File: src/rtl/vhpg_pkg.sv
package vhpg_pkg;

    localparam int COUNT_BITS_DEFAULT = 8;
    localparam int WIDE_BITS = 17;

    localparam int CFG_INDEX_BITS = 3;
    localparam int CFG_DATA_BITS = 12;

    localparam logic [CFG_INDEX_BITS-1:0] REG_ADMISSION_LEVEL = 3'd0;
    localparam logic [CFG_INDEX_BITS-1:0] REG_START_FRAMES    = 3'd1;
    localparam logic [CFG_INDEX_BITS-1:0] REG_END_FRAMES      = 3'd2;
    localparam logic [CFG_INDEX_BITS-1:0] REG_WARMUP_FRAMES   = 3'd3;
    localparam logic [CFG_INDEX_BITS-1:0] REG_TAIL_FRAMES     = 3'd4;
    localparam logic [CFG_INDEX_BITS-1:0] REG_WARN_FRAMES     = 3'd5;

    localparam logic [1:0] FUNC_VOICE   = 2'd0;
    localparam logic [1:0] FUNC_ARMED   = 2'd1;
    localparam logic [1:0] FUNC_DISCONT = 2'd2;

    localparam logic [1:0] PEND_NONE        = 2'd0;
    localparam logic [1:0] PEND_INTERRUPTED = 2'd1;

    typedef struct packed {
        logic [1:0]         func;
        logic               raw_speech;
        logic signed [11:0] mic_level;
        logic [1:0]         playback_end;
        logic               render_active;
        logic               playback_gain_on;
        logic               reference_present;
    } in_word_t;

    typedef struct packed {
        logic vad_now;
        logic speech_started;
        logic speech_ended;
        logic near_talk;
        logic detector_clear;
        logic reference_warning;
    } out_word_t;

    typedef struct packed {
        logic signed [11:0] admission_level;
        logic [7:0]         start_frames;
        logic [7:0]         end_frames;
        logic [7:0]         warmup_frames;
        logic [7:0]         tail_frames;
        logic [7:0]         warn_frames;
    } cfg_t;

    localparam cfg_t CFG_RESET = '{
        admission_level: -12'sd400,
        start_frames:    8'd6,
        end_frames:      8'd35,
        warmup_frames:   8'd30,
        tail_frames:     8'd15,
        warn_frames:     8'd50
    };

endpackage

File: src/rtl/vad_hangover_playback_gate_top.sv
// Channel   Ports                         Direction   Word
// input     s_valid, s_ready, s_data      in          one event (in_word_t)
// result    m_valid, m_ready, m_data      out         one voice frame result
// config    cfg_wr_en, cfg_index, cfg_wr_data   in    register write, no wait
//
// One word is accepted per cycle unless the result register is held; a voice
// frame result passes the input and result registers before m_valid shows it.
// The input register and the result register both advance when the result
// register is empty or being taken, so one word per cycle is sustained.
// Playback-armed and discontinuity words update the gate and give no result.
// Reset is synchronous on aresetn low and loads the register defaults.
module vad_hangover_playback_gate_top #(
    parameter int COUNT_BITS = vhpg_pkg::COUNT_BITS_DEFAULT
) (
    input  logic                                  aclk,
    input  logic                                  aresetn,
    input  logic                                  s_valid,
    output logic                                  s_ready,
    input  vhpg_pkg::in_word_t                    s_data,
    output logic                                  m_valid,
    input  logic                                  m_ready,
    output vhpg_pkg::out_word_t                   m_data,
    input  logic                                  cfg_wr_en,
    input  logic [vhpg_pkg::CFG_INDEX_BITS-1:0]   cfg_index,
    input  logic [vhpg_pkg::CFG_DATA_BITS-1:0]    cfg_wr_data
);

    vhpg_pkg::cfg_t      cfg_reg;
    vhpg_pkg::in_word_t  in_data_reg;
    vhpg_pkg::out_word_t out_data_reg;
    vhpg_pkg::out_word_t core_result;
    logic                in_valid_reg, in_valid_next;
    logic                out_valid_reg, out_valid_next;
    logic                core_result_valid;
    logic                advance;

    assign advance = in_valid_reg && (!out_valid_reg || m_ready);
    assign s_ready = !in_valid_reg || advance;
    assign m_valid = out_valid_reg;
    assign m_data  = out_data_reg;

    always_comb begin
        in_valid_next = in_valid_reg;
        if (s_ready) begin
            in_valid_next = s_valid;
        end
        out_valid_next = out_valid_reg;
        if (advance) begin
            out_valid_next = core_result_valid;
        end else if (m_ready) begin
            out_valid_next = 1'b0;
        end
    end

    always_ff @(posedge aclk) begin
        if (!aresetn) begin
            in_valid_reg  <= 1'b0;
            out_valid_reg <= 1'b0;
        end else begin
            in_valid_reg  <= in_valid_next;
            out_valid_reg <= out_valid_next;
        end
    end

    always_ff @(posedge aclk) begin
        if (s_valid && s_ready) begin
            in_data_reg <= s_data;
        end
        if (advance && core_result_valid) begin
            out_data_reg <= core_result;
        end
    end

    always_ff @(posedge aclk) begin
        if (!aresetn) begin
            cfg_reg <= vhpg_pkg::CFG_RESET;
        end else if (cfg_wr_en) begin
            unique case (cfg_index)
                vhpg_pkg::REG_ADMISSION_LEVEL: cfg_reg.admission_level <= cfg_wr_data;
                vhpg_pkg::REG_START_FRAMES:    cfg_reg.start_frames    <= cfg_wr_data[7:0];
                vhpg_pkg::REG_END_FRAMES:      cfg_reg.end_frames      <= cfg_wr_data[7:0];
                vhpg_pkg::REG_WARMUP_FRAMES:   cfg_reg.warmup_frames   <= cfg_wr_data[7:0];
                vhpg_pkg::REG_TAIL_FRAMES:     cfg_reg.tail_frames     <= cfg_wr_data[7:0];
                vhpg_pkg::REG_WARN_FRAMES:     cfg_reg.warn_frames     <= cfg_wr_data[7:0];
                default: begin
                end
            endcase
        end
    end

    vhpg_core #(
        .COUNT_BITS(COUNT_BITS)
    ) u_core (
        .aclk         (aclk),
        .aresetn      (aresetn),
        .step_en      (advance),
        .item         (in_data_reg),
        .cfg          (cfg_reg),
        .result       (core_result),
        .result_valid (core_result_valid)
    );

endmodule

File: src/rtl/vhpg_core.sv
module vhpg_core #(
    parameter int COUNT_BITS = vhpg_pkg::COUNT_BITS_DEFAULT
) (
    input  logic               aclk,
    input  logic               aresetn,
    input  logic               step_en,
    input  vhpg_pkg::in_word_t item,
    input  vhpg_pkg::cfg_t     cfg,
    output vhpg_pkg::out_word_t result,
    output logic               result_valid
);

    localparam int WB = vhpg_pkg::WIDE_BITS;
    localparam logic [WB-1:0] CNT_MAX = WB'((1 << COUNT_BITS) - 1);

    logic [COUNT_BITS-1:0] speech_run_reg, speech_run_next;
    logic [COUNT_BITS-1:0] silence_run_reg, silence_run_next;
    logic [COUNT_BITS-1:0] suppress_left_reg, suppress_left_next;
    logic [COUNT_BITS-1:0] ref_wait_reg, ref_wait_next;
    logic talking_reg, talking_next;
    logic playing_reg, playing_next;
    logic awaiting_reg, awaiting_next;
    logic silent_pass_reg, silent_pass_next;

    function automatic logic [COUNT_BITS-1:0] clamp_cnt(input logic [7:0] v);
        logic [WB-1:0] w;
        w = WB'(v);
        return (w > CNT_MAX) ? CNT_MAX[COUNT_BITS-1:0] : w[COUNT_BITS-1:0];
    endfunction

    function automatic logic [COUNT_BITS-1:0] clamp_min1(input logic [7:0] v);
        return (v == 8'd0) ? COUNT_BITS'(1) : clamp_cnt(v);
    endfunction

    always_comb begin
        logic [COUNT_BITS-1:0] slim;
        logic [COUNT_BITS-1:0] elim;
        logic [COUNT_BITS:0]   run_inc;
        logic [COUNT_BITS-1:0] wait_inc;
        logic                  vad;
        logic                  suppress;

        speech_run_next    = speech_run_reg;
        silence_run_next   = silence_run_reg;
        suppress_left_next = suppress_left_reg;
        ref_wait_next      = ref_wait_reg;
        talking_next       = talking_reg;
        playing_next       = playing_reg;
        awaiting_next      = awaiting_reg;
        silent_pass_next   = silent_pass_reg;
        result             = '0;
        result_valid       = 1'b0;
        slim               = clamp_min1(cfg.start_frames);
        elim               = clamp_min1(cfg.end_frames);
        run_inc            = '0;
        wait_inc           = ref_wait_reg + 1'b1;
        vad                = 1'b0;
        suppress           = 1'b0;

        unique case (item.func)
            vhpg_pkg::FUNC_ARMED: begin
                playing_next       = 1'b1;
                awaiting_next      = 1'b1;
                silent_pass_next   = 1'b0;
                suppress_left_next = '0;
                ref_wait_next      = '0;
            end
            vhpg_pkg::FUNC_DISCONT: begin
                if (playing_reg) begin
                    awaiting_next      = 1'b1;
                    suppress_left_next = '0;
                end
            end
            vhpg_pkg::FUNC_VOICE: begin
                result_valid = 1'b1;
                vad = item.raw_speech
                    && (talking_reg || item.mic_level >= cfg.admission_level);
                if (vad) begin
                    run_inc = {1'b0, speech_run_reg} + 1'b1;
                    speech_run_next = (run_inc > {1'b0, slim})
                        ? slim : run_inc[COUNT_BITS-1:0];
                    silence_run_next = '0;
                end else begin
                    run_inc = {1'b0, silence_run_reg} + 1'b1;
                    silence_run_next = (run_inc > {1'b0, elim})
                        ? elim : run_inc[COUNT_BITS-1:0];
                    speech_run_next = '0;
                end
                if (!talking_reg && speech_run_next >= slim) begin
                    talking_next = 1'b1;
                    result.speech_started = 1'b1;
                end else if (talking_reg && silence_run_next >= elim) begin
                    talking_next = 1'b0;
                    result.speech_ended = 1'b1;
                end

                if (item.playback_end != vhpg_pkg::PEND_NONE) begin
                    playing_next     = 1'b0;
                    awaiting_next    = 1'b0;
                    silent_pass_next = 1'b0;
                    if (item.playback_end == vhpg_pkg::PEND_INTERRUPTED) begin
                        suppress_left_next = '0;
                    end else begin
                        suppress_left_next = clamp_cnt(cfg.tail_frames);
                        suppress = 1'b1;
                    end
                end else if (silent_pass_reg && item.playback_gain_on) begin
                    silent_pass_next = 1'b0;
                    awaiting_next    = 1'b1;
                    ref_wait_next    = '0;
                    suppress         = 1'b1;
                end else if (awaiting_reg) begin
                    suppress = 1'b1;
                    if (!item.render_active) begin
                        ref_wait_next = '0;
                    end else if (!item.playback_gain_on) begin
                        awaiting_next    = 1'b0;
                        silent_pass_next = 1'b1;
                        ref_wait_next    = '0;
                        suppress         = 1'b0;
                    end else if (item.reference_present) begin
                        awaiting_next      = 1'b0;
                        suppress_left_next = clamp_cnt(cfg.warmup_frames);
                        ref_wait_next      = '0;
                    end else if (ref_wait_reg != {COUNT_BITS{1'b1}}) begin
                        ref_wait_next = wait_inc;
                        result.reference_warning =
                            (WB'(wait_inc) == WB'(cfg.warn_frames));
                    end
                end

                if (suppress_left_next != '0) begin
                    suppress = 1'b1;
                    suppress_left_next = suppress_left_next - 1'b1;
                    if (suppress_left_next == '0) begin
                        result.detector_clear = 1'b1;
                        speech_run_next  = '0;
                        silence_run_next = '0;
                        talking_next     = 1'b0;
                    end
                end

                result.vad_now   = vad;
                result.near_talk = vad && !suppress;
            end
            default: begin
            end
        endcase
    end

    always_ff @(posedge aclk) begin
        if (!aresetn) begin
            speech_run_reg    <= '0;
            silence_run_reg   <= '0;
            suppress_left_reg <= '0;
            ref_wait_reg      <= '0;
            talking_reg       <= 1'b0;
            playing_reg       <= 1'b0;
            awaiting_reg      <= 1'b0;
            silent_pass_reg   <= 1'b0;
        end else if (step_en) begin
            speech_run_reg    <= speech_run_next;
            silence_run_reg   <= silence_run_next;
            suppress_left_reg <= suppress_left_next;
            ref_wait_reg      <= ref_wait_next;
            talking_reg       <= talking_next;
            playing_reg       <= playing_next;
            awaiting_reg      <= awaiting_next;
            silent_pass_reg   <= silent_pass_next;
        end
    end

endmodule

File: config.mk
export PLATFORM = sky130hd
export DESIGN_NAME = vad_hangover_playback_gate_top
export DESIGN_NICKNAME = d
export VERILOG_FILES = /design/src/rtl/vhpg_pkg.sv /design/src/rtl/vad_hangover_playback_gate_top.sv /design/src/rtl/vhpg_core.sv
export SDC_FILE = /design/constraint.sdc
export NUM_CORES = 1
export LEC_CHECK = 0
export BUFFER_PORTS_ARGS = -buffer_cell sky130_fd_sc_hd__buf_4
export CORE_MARGIN = 2
export CORE_UTILIZATION = 50
export CTS_CLUSTER_SIZE = 14
export DETAILED_ROUTE_END_ITERATION = 8
export PLACE_DENSITY = 0.82
export SYNTH_ARGS = -nofsm -noshare
export SYNTH_HDL_FRONTEND = slang
export SYNTH_HIERARCHICAL = 1
export SYNTH_SLANG_ARGS = --single-unit
File: constraint.sdc
create_clock -name aclk -period 3.8 [get_ports aclk]
set_input_delay 0.76 -clock aclk [delete_from_list [all_inputs] [get_ports aclk]]
set_output_delay 0.76 -clock aclk [all_outputs]
set_load 0.05 [all_outputs]
==> flow_results.xml <==
<?xml version="1.0" encoding="UTF-8"?>
<metrics>
  <group name="logic_synthesis">
    <metric name="library_cells_used_by_synthesis" unit="">65</metric>
    <metric name="synth_sequential_area_ratio" unit="%">39.1</metric>
    <metric name="synth.cell_area" unit="µm²">6600</metric>
    <metric name="number_of_flops_mapped_to_enable_cells_by_yosys" unit="">26</metric>
    <metric name="synth_top_cells_by_area" unit="">sky130_fd_sc_hd__dfxtp_1 27%, sky130_fd_sc_hd__edfxtp_1 12%, sky130_fd_sc_hd__mux2i_1 9.3%</metric>
    <metric name="synthesis.area_per_instance" unit="µm²">9.48</metric>
    <metric name="synth_largest_type_area_fraction" unit="%">27.3</metric>
    <metric name="synth_async_sr_flop_share" unit="%">0</metric>
    <metric name="synthFlopType" unit="">sky130_fd_sc_hd__dfxtp_1</metric>
    <metric name="yosys.area.top_type" unit="">sky130_fd_sc_hd__dfxtp_1</metric>
    <metric name="synth_commonest_cells" unit="">90 x sky130_fd_sc_hd__dfxtp_1, 65 x sky130_fd_sc_hd__nand2_1, 61 x sky130_fd_sc_hd__mux2i_1</metric>
    <metric name="synth_fp_nets" unit="">784</metric>
    <metric name="post_synth_inst_count" unit="">696</metric>
    <metric name="post-synth-top-count-cell" unit="">sky130_fd_sc_hd__dfxtp_1</metric>
    <metric name="yosys_warnings" unit="">6</metric>
    <metric name="postSynthRegisterBits" unit="">116</metric>
  </group>
  <group name="sta">
    <metric name="worst_pin_slew" unit="ns">1.20</metric>
    <metric name="fmax" unit="GHz">0.262</metric>
    <metric name="finalSetupTns" unit="ns">-0.0133</metric>
    <metric name="finalHoldViolations" unit="">0</metric>
    <metric name="layout_min_cycle_time" unit="ns">3.81</metric>
    <metric name="grt_setup_unrepaired" unit="">true</metric>
    <metric name="post-route-period-util" unit="%">100</metric>
    <metric name="layout_setup_ws" unit="ns">-0.0133</metric>
    <metric name="finalSetupViolations" unit="">1</metric>
    <metric name="hold_worst_slack" unit="ns">0.464</metric>
    <metric name="fin_worst_skew" unit="ns">0.00790</metric>
    <metric name="slew-limit-headroom" unit="%">18.7</metric>
    <metric name="timing.final.max_slew_violations" unit="">0</metric>
  </group>
  <group name="detailed_routing">
    <metric name="drt_wl_total" unit="µm">16700</metric>
    <metric name="starting_drc_count_in_detailed_routing" unit="">382</metric>
    <metric name="drc" unit="">0</metric>
    <metric name="drt-wirelength-per-cell" unit="µm">17.4</metric>
    <metric name="avgViaCountPerCell" unit="">5.83</metric>
    <metric name="drt_pre_antenna_iters" unit="">5</metric>
    <metric name="final_antenna_net_count" unit="">0</metric>
    <metric name="number_of_vias_after_detailed_routing" unit="">5593</metric>
  </group>
  <group name="critical_path">
    <metric name="reg2reg_setup_slack" unit="ns">-0.01</metric>
    <metric name="cp_data_arrival_time" unit="ns">4.12</metric>
    <metric name="setup.worst_path.class" unit="">reg2reg</metric>
    <metric name="crit_path_max_fanout" unit="">7</metric>
    <metric name="startpoint_type" unit="">flop</metric>
    <metric name="reg2regPathDepth" unit="">20</metric>
    <metric name="launch_point_of_the_worst_reg_to_reg_path" unit="">u_core/speech_run_reg[1]$_SDFFE_PN0P_</metric>
    <metric name="worst-endpoint-required" unit="ns">4.11</metric>
    <metric name="crit_start" unit="">u_core/speech_run_reg[1]$_SDFFE_PN0P_</metric>
    <metric name="worst_setup_path_end_kind" unit="">flop</metric>
    <metric name="regToRegEndpoint" unit="">u_core/talking_reg$_SDFFE_PN0P_</metric>
  </group>
  <group name="outcome">
    <metric name="violations" unit="">setup timing</metric>
    <metric name="run_status" unit="">complete, but fails checks</metric>
  </group>
  <group name="pwr">
    <metric name="ir_worst_vdd" unit="µV">303</metric>
    <metric name="finalPower" unit="mW">3.19</metric>
    <metric name="leakage" unit="nW">3.48</metric>
    <metric name="cellPowerDensity" unit="nW/µm²">388</metric>
  </group>
  <group name="final_layout">
    <metric name="layout-drive-gt1-share" unit="%">21.7</metric>
    <metric name="fin_area" unit="µm²">8230</metric>
    <metric name="finish.net_count" unit="">862</metric>
    <metric name="fill_cells" unit="">942</metric>
    <metric name="post-route-util" unit="%">64.4</metric>
    <metric name="largest_reg_flops" unit="">52</metric>
    <metric name="final_cell_count_no_fill" unit="">959</metric>
    <metric name="ant_diodes" unit="">0</metric>
    <metric name="area_growth" unit="%">24.7</metric>
  </group>
  <group name="clocking">
    <metric name="cts_tree" unit="">yes</metric>
    <metric name="cts_inserted_buffers" unit="">17</metric>
    <metric name="clk_pin_slew" unit="ns">0.06</metric>
    <metric name="clock_tree.buffer_depth" unit="">2</metric>
    <metric name="worst_skew_pair.late_latency" unit="ns">0.42</metric>
    <metric name="cts_num_sinks" unit="">116</metric>
    <metric name="cts-root-buf" unit="">sky130_fd_sc_hd__clkbuf_16</metric>
    <metric name="h_tree_depth" unit="">4</metric>
  </group>
  <group name="placed_design">
    <metric name="detailed_place.area" unit="µm²">7210</metric>
    <metric name="dp_worst_setup_slack" unit="ns">-0.170</metric>
    <metric name="port_buffers" unit="">47</metric>
    <metric name="final_weighted_congestion_of_routability_driven_global_placement" unit="">0.931</metric>
    <metric name="place_hpwl" unit="µm">11400</metric>
    <metric name="numPlacedInstances" unit="">908</metric>
  </group>
  <group name="floorplanning">
    <metric name="die_width" unit="µm">119</metric>
    <metric name="fp.dieH" unit="µm">119</metric>
    <metric name="placement_rows" unit="">41</metric>
    <metric name="floorplan.io_pins" unit="">48</metric>
    <metric name="initial_core_utilization" unit="%">51.7</metric>
    <metric name="standard_cell_core_area" unit="µm²">12800</metric>
    <metric name="dieArea" unit="µm²">14100</metric>
  </group>
  <group name="grt">
    <metric name="first_global_vias" unit="">5446</metric>
    <metric name="overall_global_routing_resource_usage" unit="%">23.4</metric>
    <metric name="grt_antenna_before_repair" unit="">0</metric>
    <metric name="largest_net_degree_at_the_start_of_global_routing" unit="">74</metric>
    <metric name="grt-ovfl-total" unit="">0</metric>
    <metric name="grt_pass1_wl" unit="µm">26500</metric>
  </group>
  <group name="hold_path">
    <metric name="hold_path_startpoint" unit="">cfg_reg[42]$_SDFFE_PN0P_</metric>
    <metric name="worstHoldPathType" unit="">reg2reg</metric>
    <metric name="whs_path_depth" unit="">2</metric>
    <metric name="timing.hold.worst_endpoint" unit="">cfg_reg[42]$_SDFFE_PN0P_</metric>
  </group>
  <group name="job">
    <metric name="max_cap_viol_count" unit="">0</metric>
  </group>
</metrics>
-- power breakdown --
part	switching (mW)	total [mW]	internal, mW
clock	0.585	1.62	1.04
sequential	0.0198	1.31	1.29
combinational	0.142	0.254	0.112
-- how the worst max path moves through the flow --
stage | endpoint | depth (start not counted)
3_5_place_dp | u_core/talking_reg$_SDFFE_PN0P_ | 20
3_3_place_gp | u_core/talking_reg$_SDFFE_PN0P_ | 19
6_report | u_core/talking_reg$_SDFFE_PN0P_ | 20
2_1_floorplan | u_core/talking_reg$_SDFFE_PN0P_ | 21
4_1_cts | u_core/talking_reg$_SDFFE_PN0P_ | 20
5_1_grt | u_core/talking_reg$_SDFFE_PN0P_ | 19
-- cells in the final DEF, fill, tap and decap left out, drive strengths merged, types with 23 or more instances in the layout --
cell / Yosys / routed
mux2i: 61 / 61
nor2: 42 / 42
ha: 48 / 48
buf: 12 / 92
xnor2: 23 / 23
dfxtp: 90 / 90
nand2: 65 / 65
edfxtp: 26 / 26
a21oi: 26 / 26
inv: 38 / 40
nor2b: 52 / 52
-- critical path, stage by stage, from the launching register on --
cell	delay [ns]
sky130_fd_sc_hd__dfxtp_4	0.37
sky130_fd_sc_hd__ha_4	0.16
sky130_fd_sc_hd__nand3_4	0.11
sky130_fd_sc_hd__nor2_4	0.17
sky130_fd_sc_hd__xor2_2	0.19
sky130_fd_sc_hd__ha_1	0.27
sky130_fd_sc_hd__o21ai_1	0.09
sky130_fd_sc_hd__nor2_1	0.07
sky130_fd_sc_hd__o41ai_2	0.34
sky130_fd_sc_hd__and2_4	0.23
sky130_fd_sc_hd__buf_6	0.12
sky130_fd_sc_hd__nor2_1	0.06
sky130_fd_sc_hd__a21oi_2	0.14
sky130_fd_sc_hd__nor2_1	0.08
sky130_fd_sc_hd__ha_1	0.29
sky130_fd_sc_hd__and3_4	0.19
sky130_fd_sc_hd__a21oi_1	0.13
sky130_fd_sc_hd__o31ai_1	0.09
sky130_fd_sc_hd__o221ai_1	0.26
sky130_fd_sc_hd__a21oi_1	0.11
sky130_fd_sc_hd__o221a_1	0.25
-- cell type report --
type                            instances  area (µm²)  share of cell area, %
Timing Repair Buffer                   92         706                   8.58
Sequential cell                       116        2600                   31.6
Inverter                               38         143                   1.73
Clock inverter                         14         159                   1.93
Clock buffer                           18         439                   5.34
Multi-Input combinational cell        509        3960                   48.2
Tap cell                              172         215                   2.62
-- cells by family (layout without fill, tap and decap cells) --
| group | after synthesis | in the layout | share of synthesized area (%) |
|---|---|---|---|
| fa+ha+maj | 48 | 48 | 9.10 |
| xor+xnor | 32 | 32 | 4.25 |
| mux | 64 | 64 | 9.77 |
| flops | 116 | 116 | 39.1 |
| simple gates | 254 | 254 | 20.7 |
| buf+inv | 71 | 162 | 4.61 |
| compound gates | 111 | 111 | 12.5 |
-- routing by layer --
metal,GRT usage (%),part of all wire (%)
met1,28.2,41
met2,40.7,51
met3,4.79,5.5
met4,9.67,2.3
met5,0,0
-- what timing repair did --
item	CTS	global route
resized for setup	13	48
hold buffers	0	0
pin swaps	6	26
cloned	0	0
buffers inserted	6	13
endpoints found under the setup margin	2	19
(Power assumes the default switching activity.)
